===== config.mk =====
export PLATFORM = sky130hd
export DESIGN_NAME = gga_sentence_field_splitter_top
export DESIGN_NICKNAME = d
export VERILOG_FILES = /design/src/hdl/gsfs_pkg.sv /design/src/hdl/gsfs_parser.sv /design/src/hdl/gga_sentence_field_splitter_top.sv
export SDC_FILE = /design/constraint.sdc
export NUM_CORES = 1
export LEC_CHECK = 0
export BUFFER_PORTS_ARGS = -buffer_cell sky130_fd_sc_hd__buf_4
export CAP_MARGIN = 20
export CELL_PAD_IN_SITES_DETAIL_PLACEMENT = 0
export CELL_PAD_IN_SITES_GLOBAL_PLACEMENT = 1
export CORE_ASPECT_RATIO = 0.75
export CORE_UTILIZATION = 30
export CTS_CLUSTER_SIZE = 12
export DETAILED_ROUTE_END_ITERATION = 7
export GPL_TIMING_DRIVEN = 0
export PLACE_DENSITY = 0.64
export RECOVER_POWER = 25
export SLEW_MARGIN = 5
export SYNTH_ARGS = -nofsm -noshare
export SYNTH_HDL_FRONTEND = slang
export SYNTH_HIERARCHICAL = 1
export SYNTH_SLANG_ARGS = --single-unit

===== constraint.sdc =====
create_clock -name aclk -period 4 [get_ports aclk]
set_clock_uncertainty 0.1 [all_clocks]
set_input_delay 0.4 -clock aclk [delete_from_list [all_inputs] [get_ports aclk]]
set_output_delay 0.4 -clock aclk [all_outputs]
set_load 0.02 [all_outputs]

===== src/hdl/gsfs_pkg.sv =====
// Package for the GGA sentence field splitter.
// Holds the character constants, the header table and the result word type.
// No dependencies.
`timescale 1ns / 1ps

package gsfs_pkg;

    // Default limit on stored characters per field.
    localparam int DEF_MAX_FIELD_CHARS = 16;

    // Header group length and field limits.
    localparam logic [2:0] HDR_LAST   = 3'd5;
    localparam logic [3:0] FIELD_LAST = 4'd12;
    localparam logic [3:0] FIELD_SAT  = 4'd15;

    // Characters with a special meaning.
    localparam logic [7:0] CHAR_DOLLAR = 8'h24;
    localparam logic [7:0] CHAR_COMMA  = 8'h2C;
    localparam logic [7:0] CHAR_STAR   = 8'h2A;

    // One result word as it leaves the parser.
    typedef struct packed {
        logic       emit;
        logic [3:0] field_number;
        logic [3:0] char_position;
        logic [7:0] char_value;
        logic       sentence_end;
    } gsfs_result_t;

    // Expected header character at a given position of the group.
    function automatic logic [7:0] hdr_char(input logic [2:0] idx);
        logic [7:0] c;
        case (idx)
            3'd0:    c = 8'h24; // '$'
            3'd1:    c = 8'h47; // 'G'
            3'd2:    c = 8'h50; // 'P'
            3'd3:    c = 8'h47; // 'G'
            3'd4:    c = 8'h47; // 'G'
            3'd5:    c = 8'h41; // 'A'
            default: c = 8'h00;
        endcase
        return c;
    endfunction

endpackage


===== src/hdl/gsfs_parser.sv =====
// Parser state and per-word decode for the GGA sentence field splitter.
// Depends on gsfs_pkg. The state advances on every word passed with step_en.
`timescale 1ns / 1ps

module gsfs_parser import gsfs_pkg::*; #(
    parameter int MAX_FIELD_CHARS = DEF_MAX_FIELD_CHARS
) (
    input  logic         aclk,
    input  logic         aresetn,
    input  logic         step_en,
    input  logic [7:0]   rx_byte,
    output gsfs_result_t result
);

    localparam int POS_W = $clog2(MAX_FIELD_CHARS + 1);
    localparam logic [POS_W-1:0] POS_MAX = POS_W'(MAX_FIELD_CHARS);

    logic [2:0]       hdr_pos_reg,  hdr_pos_next;
    logic             hdr_mm_reg,   hdr_mm_next;
    logic             in_sent_reg,  in_sent_next;
    logic [3:0]       field_reg,    field_next;
    logic [POS_W-1:0] pos_reg,      pos_next;
    logic             mm_acc;

    // Next state and result for the current word.
    always_comb begin
        hdr_pos_next = hdr_pos_reg;
        hdr_mm_next  = hdr_mm_reg;
        in_sent_next = in_sent_reg;
        field_next   = field_reg;
        pos_next     = pos_reg;
        mm_acc       = hdr_mm_reg | (rx_byte != hdr_char(hdr_pos_reg));
        result       = '0;

        if (!in_sent_reg) begin
            // Hunting: a group opens on a dollar and always runs six words.
            if (hdr_pos_reg == 3'd0) begin
                if (rx_byte == CHAR_DOLLAR) begin
                    hdr_pos_next = 3'd1;
                    hdr_mm_next  = 1'b0;
                end
            end else if (hdr_pos_reg == HDR_LAST) begin
                if (!mm_acc) begin
                    in_sent_next = 1'b1;
                    field_next   = '0;
                    pos_next     = '0;
                end
                hdr_pos_next = 3'd0;
                hdr_mm_next  = 1'b0;
            end else begin
                hdr_pos_next = hdr_pos_reg + 3'd1;
                hdr_mm_next  = mm_acc;
            end
        end else if (rx_byte == CHAR_STAR) begin
            // End of sentence: emit the marker and go back to hunting.
            in_sent_next        = 1'b0;
            hdr_pos_next        = 3'd0;
            hdr_mm_next         = 1'b0;
            result.emit         = 1'b1;
            result.sentence_end = 1'b1;
        end else if (rx_byte == CHAR_COMMA) begin
            // Field separator: the field count saturates instead of wrapping.
            if (field_reg != FIELD_SAT) begin
                field_next = field_reg + 4'd1;
            end
            pos_next = '0;
        end else if (pos_reg < POS_MAX) begin
            // Field data: only fields one through twelve are passed on.
            pos_next = pos_reg + POS_W'(1);
            if (field_reg inside {[4'd1:FIELD_LAST]}) begin
                result.emit          = 1'b1;
                result.field_number  = field_reg;
                result.char_position = pos_reg[3:0];
                result.char_value    = rx_byte;
            end
        end
    end

    // State registers.
    always_ff @(posedge aclk) begin
        if (!aresetn) begin
            hdr_pos_reg <= '0;
            hdr_mm_reg  <= 1'b0;
            in_sent_reg <= 1'b0;
            field_reg   <= '0;
            pos_reg     <= '0;
        end else if (step_en) begin
            hdr_pos_reg <= hdr_pos_next;
            hdr_mm_reg  <= hdr_mm_next;
            in_sent_reg <= in_sent_next;
            field_reg   <= field_next;
            pos_reg     <= pos_next;
        end
    end

    // Hunting words never produce a result.
    a_no_emit_hunting: assert property (@(posedge aclk) disable iff (!aresetn)
        step_en && !in_sent_reg |-> !result.emit)
        else $error("result produced while hunting");

    // The end marker always drops the parser back into hunting.
    a_end_returns_hunt: assert property (@(posedge aclk) disable iff (!aresetn)
        step_en && result.emit && result.sentence_end |=> !in_sent_reg && hdr_pos_reg == 3'd0)
        else $error("end marker did not restart hunting");

    // The header group position stays within the six-word group.
    a_hdr_pos_range: assert property (@(posedge aclk) disable iff (!aresetn)
        hdr_pos_reg <= HDR_LAST)
        else $error("header position out of range");

    // The character position saturates at the field length limit.
    a_pos_sat: assert property (@(posedge aclk) disable iff (!aresetn)
        pos_reg <= POS_MAX)
        else $error("character position beyond limit");

    // A sentence is only entered by completing a header group while hunting.
    a_enter_sentence: assert property (@(posedge aclk) disable iff (!aresetn)
        step_en && !in_sent_reg && hdr_pos_reg != HDR_LAST |=> !in_sent_reg)
        else $error("sentence entered before header group completed");

endmodule


===== src/hdl/gga_sentence_field_splitter_top.sv =====
// Path: an accepted input word passes the input register and then the result register;
// words that give no result simply leave the pipeline.
// Throughput: one input word per cycle while the result register is free or draining.
// A result waiting on m_ready holds the input register, but an empty input register still takes a word.
// Reset: aresetn is synchronous and active low; it empties both registers and restarts hunting.
`timescale 1ns / 1ps

module gga_sentence_field_splitter_top import gsfs_pkg::*; #(
    parameter int MAX_FIELD_CHARS = DEF_MAX_FIELD_CHARS
) (
    input  logic       aclk,
    input  logic       aresetn,
    input  logic       s_valid,
    output logic       s_ready,
    input  logic [7:0] s_rx_byte,
    output logic       m_valid,
    input  logic       m_ready,
    output logic [3:0] m_field_number,
    output logic [3:0] m_char_position,
    output logic [7:0] m_char_value,
    output logic       m_sentence_end
);

    logic         in_valid_reg;
    logic [7:0]   in_byte_reg;
    logic         out_valid_reg;
    gsfs_result_t out_reg;
    gsfs_result_t result;
    logic         advance;

    // The input word moves on whenever the result register is free or draining.
    assign advance = in_valid_reg && (!out_valid_reg || m_ready);
    assign s_ready = !in_valid_reg || advance;

    // Input register.
    always_ff @(posedge aclk) begin
        if (!aresetn) begin
            in_valid_reg <= 1'b0;
        end else if (s_ready) begin
            in_valid_reg <= s_valid;
        end
    end

    always_ff @(posedge aclk) begin
        if (s_valid && s_ready) begin
            in_byte_reg <= s_rx_byte;
        end
    end

    gsfs_parser #(
        .MAX_FIELD_CHARS(MAX_FIELD_CHARS)
    ) u_parser (
        .aclk    (aclk),
        .aresetn (aresetn),
        .step_en (advance),
        .rx_byte (in_byte_reg),
        .result  (result)
    );

    // Result register.
    always_ff @(posedge aclk) begin
        if (!aresetn) begin
            out_valid_reg <= 1'b0;
        end else if (!out_valid_reg || m_ready) begin
            out_valid_reg <= advance && result.emit;
        end
    end

    always_ff @(posedge aclk) begin
        if (advance) begin
            out_reg <= result;
        end
    end

    assign m_valid         = out_valid_reg;
    assign m_field_number  = out_reg.field_number;
    assign m_char_position = out_reg.char_position;
    assign m_char_value    = out_reg.char_value;
    assign m_sentence_end  = out_reg.sentence_end;

endmodule


Yosys cells after proc, flatten, opt, wreduce, memory -nomap -nowiden
Index checks and enable logic that the tools add are counted.
{ "classes": {"div_mod_pow": 0, "n_reduce_logical": 15, "addsub": 3, "n_bitwise": 4, "n_mux": 37, "multipliers": 0, "order_cmp": 3, "n_shift": 0, "eq_ne": 18} }
{ "op_table": {"columns": ["operator", "count"], "rows": [
  ["$mux 17", 3],
  ["$mux 5", 7],
  ["$mux 4", 7],
  ["$pmux 7 s4", 1],
  ["$eq 8x6->1 const B", 3],
  ["$mux 18", 1],
  ["$mux 16", 1],
  ["$mux 3", 5],
  ["$mux 1", 12],
  ["$ne 2x2->1 const B", 4],
  ["$ne 8x7->1", 1],
  ["$reduce_and 7->1", 1],
  ["$eq 3x2->1 const B", 2],
  ["$eq 3x3->1 const B", 2],
  ["$reduce_and 6->1", 1],
  ["$add 5x1->5 const B", 1],
  ["$lt 5x5->1 const B", 1],
  ["$reduce_or 5->1", 1],
  ["$add 4x1->4 const B", 1],
  ["$ge 4x1->1 const B", 1],
  ["$le 4x4->1 const B", 1],
  ["$logic_and 1x1->1", 4],
  ["$ne 2x1->1 const B", 2],
  ["$ne 4x4->1 const B", 1],
  ["12 further kinds", 16]
]} }
{ "totals": {"ram_bits": 0, "latchBits": 0, "ff_bits": 41, "n_memories": 0, "romBits": 0, "in_bits": 12, "wordCells": 92} }

Logic depth before layout (Yosys ltp)
{ "depth": {"word_depth": 9, "mapped_depth": 10} }

By module
Netlist, hierarchy kept.
{ "modules_own_cells": {"columns": ["module", "cells_each", "area_per_inst_um2", "n_inst"], "rows": [
  ["gsfs_parser", 155, 1176.1, 1],
  ["gga_sentence_field_splitter_top", 35, 858.3, 1]
]} }

Worst setup path after synthesis
Ideal clock, no wire load.
{ "synth_timing": {"kind": "register to register", "startpoint": "register out_valid_reg, in the netlist m_valid", "endpoint": "register u_parser.field_reg[0]", "setup_slack_ns": 1.648, "t_arrival_ns": 2.132, "path_buffers": 0, "path_stages_with_launch": 8, "path_cell_list": "dfxtp_1 nand2b_1 and2_1 inv_1 o22a_2 a21o_1 o21a_1 mux2_2"} }
{ "synth_via": {"elab_chain_cells": 4} }
{ "synth_lines": {"columns": ["element", "line_no", "source"], "rows": [
  ["start: declaration", "gga_sentence_field_splitter_top.sv:26", "logic out_valid_reg;"],
  ["start signal: assignment", "gga_sentence_field_splitter_top.sv:65", "out_valid_reg <= advance && result.emit;"],
  ["$logic_not 1->1", "gga_sentence_field_splitter_top.sv:32", "assign advance = in_valid_reg && (!out_valid_reg || m_ready);"],
  ["$logic_or 1x1->1", "gga_sentence_field_splitter_top.sv:32", null],
  ["$logic_and 1x1->1", "gga_sentence_field_splitter_top.sv:32", null],
  ["net advance", "gga_sentence_field_splitter_top.sv:29", "logic advance;"],
  ["$reduce_and 7->1 (no line)", null, null],
  ["end signal: assignment", "gsfs_parser.sv:91", "field_reg <= field_next;"],
  ["end: declaration", "gsfs_parser.sv:21", "logic [3:0] field_reg, field_next;"]
]} }
The timed path passes the listed nets, and every way through them passes these cells.
A chain may end at the register's enable or synchronous reset.

Final worst setup path
{ "layout_timing": {"startpoint": "register in_byte_reg[0]", "endpoint": "register out_reg, in the netlist m_field_number[2] (data pin)"} }
{ "layout_via": {"elab_chain_cells": 2} }
{ "layout_lines": {"columns": ["element", "line_no", "source"], "rows": [
  ["start: declaration", "gga_sentence_field_splitter_top.sv:25", "logic [7:0] in_byte_reg;"],
  ["start signal: assignment", "gga_sentence_field_splitter_top.sv:46", "in_byte_reg <= s_rx_byte;"],
  ["$eq 8x6->1, on equally long branches", "gsfs_parser.sv:61, gsfs_parser.sv:54", null],
  ["$reduce_or 5->1 (no line) (*)", null, null],
  ["end signal: assignment", "gga_sentence_field_splitter_top.sv:71", "out_reg <= result;"],
  ["end: declaration", "gga_sentence_field_splitter_top.sv:27", "gsfs_result_t out_reg;"]
]} }
Mark *: on every way between the ends. The rest lies on a longest branch, timed or not.

==> results by group <==
Status
  – Status: finished, final reports clean

Die
  – Ports: 31
  – Initial Utilization: 0.3173
  – Num rows: 25
  – Die Wd: 97.09 um
  – Core Region: 0.006412 mm2
  – Die Y: 73.32 um
  – DIE AREA: 0.007118 mm2

Yosys
  – Mapped Cells: 190
  – Sequential share of the synthesized area: 0.5264
  – Synth Area per Inst: 10.71 um2
  – Post-synth ARST share: 0
  – Top_reg_cell synth: edfxtp_1
  – Syn nets: 206
  – FF+latch count, synth: 41
  – Syn Std Cell Area: 0.002034 mm2
  – Yosys warns: 6
  – Count of different cell masters after synthesis: 52
  – Post-synth EDFFs: 25

Worst setup path
  – Crit-path max FO: 7
  – CP max-delay cell: a211oi_1
  – R2r startpoint: in_byte_reg[0]$_DFFE_PP_
  – Max incr delay on CP: 0.77 ns
  – Depth of the most critical reg-to-reg path: 4
  – Crit path DAT: 2.62 ns
  – WP buf/inv: 0
  – CP cell instances: or4b_4 > a211oi_1 > nor2_1 > and2_1
  – Register-to-Register Setup Slack: 1.32 ns
  – Worst EP required: 3.95 ns
  – Critical path's top delay family: simple AND/OR/NAND/NOR gates
  – CP Capture Type: flop
  – RR Endpoint: m_field_number[2]$_DFFE_PP_
  – CP Class: reg -> reg
  – CP Launch Type: flop

Global route
  – Grt ovf: 0
  – Met2 Use GR: 0.1761
  – Pin count of the biggest net entering global routing: 24
  – Routing usage on met1: 0.1986
  – Initial antenna violation count: 0
  – GRT Util Overall: 0.1301
  – Vias in the first global route: 1325
  – First-pass GRT wire length: 7.093 mm
  – GR peak layer: met1
  – Met3 Track Usage GR: 0.03140

Timing
  – Crit share post-route: 0.6690
  – Actual slew at the worst max-slew pin: 1.023 ns
  – Fmax: 0.3737 GHz
  – RSZ-0062 raised after global routing: no
  – Final Hold Fails: 0
  – Endpoints failing setup: 0
  – Slew headroom: 0.3183
  – Fin. max-slew vios: 0
  – Setup TNS: 0 ns
  – Final min period: 2.676 ns

Power
  – Internal: 0.6126 mW
  – Final Power: 0.8041 mW
  – Sequential power share: 0.582
  – Peak supply drop: 0.1249 mV
  – Lkg Pwr: 0.8258 nW
  – PD cells: 332.8 mW/mm2
  – Psw: 0.1915 mW
  – Gate power share: 0.088
  – Sw Share: 0.2382
  – Clock network power share: 0.330

CTS
  – CTS Hold Bufs: 0
  – Depth of the CTS H-tree: 2
  – Post-CTS sizing: 0
  – TritonCTS Buffers: 5
  – Worst skew pair latency: 0.29 ns
  – Post-CTS setup buffers: 0
  – Clock root buffer master: clkbuf_8
  – Clock Sinks: 41
  – CTS tree: built
  – Clock slew at reported path FFs: 0.08 ns
  – Worst-case clock buffer depth: 2

Layout
  – Nets: 243
  – Area of the multi-input gates: 889.6 um2
  – Area Overhead vs Synth: 18.76%
  – Diodes inserted: 0
  – Layout cell share with drive strength beyond 1: 0.2061
  – Sequential Area: 0.001071 mm2
  – Filler instances: 649
  – Fin util: 0.3768

Place
  – IO Port Bufs: 30
  – RD Place Congestion: 0.7368
  – HPWL reported at the end of detailed placement: 3.159 mm

Route
  – DRT iter0 DRCs: 64
  – Drt pass-1 iters: 5
  – Drt drc: 0
  – WL per Instance: 14.03 um
  – Vias per cell: 5.032
  – DRT antenna net count: 0
  – Drt total wl: 4.336 mm
  – Detailed-route via count: 1555

Hold path
  – Hold endpoint: in_byte_reg[4]$_DFFE_PP_
  – Hold path depth: 1
  – HP Start: s_rx_byte[4]
  – Min-delay worst type: in -> reg

Flow run
  – Max_cap viols: 0
cell families (layout without fill, tap and decap cells):
group                    after synthesis  in the layout  share of synthesized area
AO/OA/AOI/OAI                         45             45                     0.1741
multiplexers                           1              1                   0.005535
AND/OR/NAND/NOR                       84             84                     0.2405
buffers and inverters                 15             53                    0.02890
adder cells (fa/ha/maj)                4              4                    0.02460
flip-flops                            41             41                     0.5264
power by group through the flow:
| stage | Combinational [mW] | Clock, mW | Sequential, mW |
|---|---|---|---|
| floorplan | 0.0399 | 0 | 0.482 |
| global placement | 0.0736 | 0 | 0.478 |
| detailed placement | 0.0736 | 0 | 0.478 |
| CTS | 0.0739 | 0.274 | 0.469 |
| global route | 0.0775 | 0.293 | 0.470 |
| finish | 0.0704 | 0.265 | 0.468 |
Yosys cell counts (2+ instances only):
cell type / count / share of area
nand2_1: 12 / 0.022
a31oi_1: 3 / 0.0092
clkbuf_1: 4 / 0.0074
edfxtp_1: 25 / 0.37
nand4_1: 2 / 0.0061
a21boi_2: 2 / 0.011
nor2_1: 7 / 0.013
a21o_1: 4 / 0.015
or3_1: 6 / 0.018
or2_2: 2 / 0.0061
inv_1: 9 / 0.017
nand3_1: 6 / 0.015
buf_2: 2 / 0.0049
nor2b_1: 2 / 0.0061
dfxtp_1: 16 / 0.16
a21oi_1: 6 / 0.015
a21boi_0: 3 / 0.011
nor3_1: 11 / 0.027
ha_1: 4 / 0.025
nand2b_1: 13 / 0.040
and2_1: 12 / 0.037
o21ai_0: 7 / 0.017
nor4_1: 3 / 0.0092
metrics by stage:
step	hold WS, ns	setup slack (ns)	instances	instance area, um2
after floorplan	0.3366	1.648	190	2034
after global placement	0.3586	1.174	301	2361
after detailed placement	0.3696	1.171	301	2361
after CTS	0.1721	1.300	309	2446
after global routing	0.1866	1.103	309	2416
final	0.2008	1.324	309	2416
worst register-to-register path, cell delays in order, from the launching register on:
cell and delay, ns:
edfxtp_1 0.47, or4b_4 0.63, a211oi_1 0.77, nor2_1 0.24
and2_1 0.23
routing by layer:
layer  vias up  share of wire
met2        43           0.38
li1        782              -
met5         -              0
met3         4          0.045
met1       726           0.56
met4         0          0.010
cell usage in the layout, fill, tap and decap left out, types with 7 or more instances in the layout:
cell type | Yosys | final
and2_1 | 12 | 12
buf_4 | 0 | 18
clkbuf_1 | 4 | 10
clkbuf_4 | 0 | 8
dfxtp_1 | 16 | 16
edfxtp_1 | 25 | 25
inv_1 | 9 | 9
nand2_1 | 12 | 12
nand2b_1 | 13 | 13
nor2_1 | 7 | 7
nor3_1 | 11 | 11
o21ai_0 | 7 | 7
worst max path at each step:
stage / start / end / slack (ns) / cells past startpoint
global placement: m_ready / u_parser/field_reg[0]$_SDFFE_PN0P_ / 1.17 / 8
finish: in_byte_reg[0]$_DFFE_PP_ / m_field_number[2]$_DFFE_PP_ / 1.32 / 4
global route: m_valid$_SDFFE_PN0P_ / u_parser/field_reg[0]$_SDFFE_PN0P_ / 1.10 / 7
floorplan: m_valid$_SDFFE_PN0P_ / u_parser/field_reg[0]$_SDFFE_PN0P_ / 1.65 / 7
CTS: m_valid$_SDFFE_PN0P_ / u_parser/field_reg[0]$_SDFFE_PN0P_ / 1.30 / 7
detailed placement: m_ready / u_parser/field_reg[0]$_SDFFE_PN0P_ / 1.17 / 8
area by class of cell:
cell class / instances / area share
buffer: 6 / 0.01036
clock buffer: 7 / 0.03159
clock inverter: 1 / 0.003625
inverter: 9 / 0.01398
multi-input combinational: 134 / 0.3682
sequential: 41 / 0.4433
tap: 81 / 0.04195
timing repair buffer: 30 / 0.08700
Power figures use the tool's default switching activity.
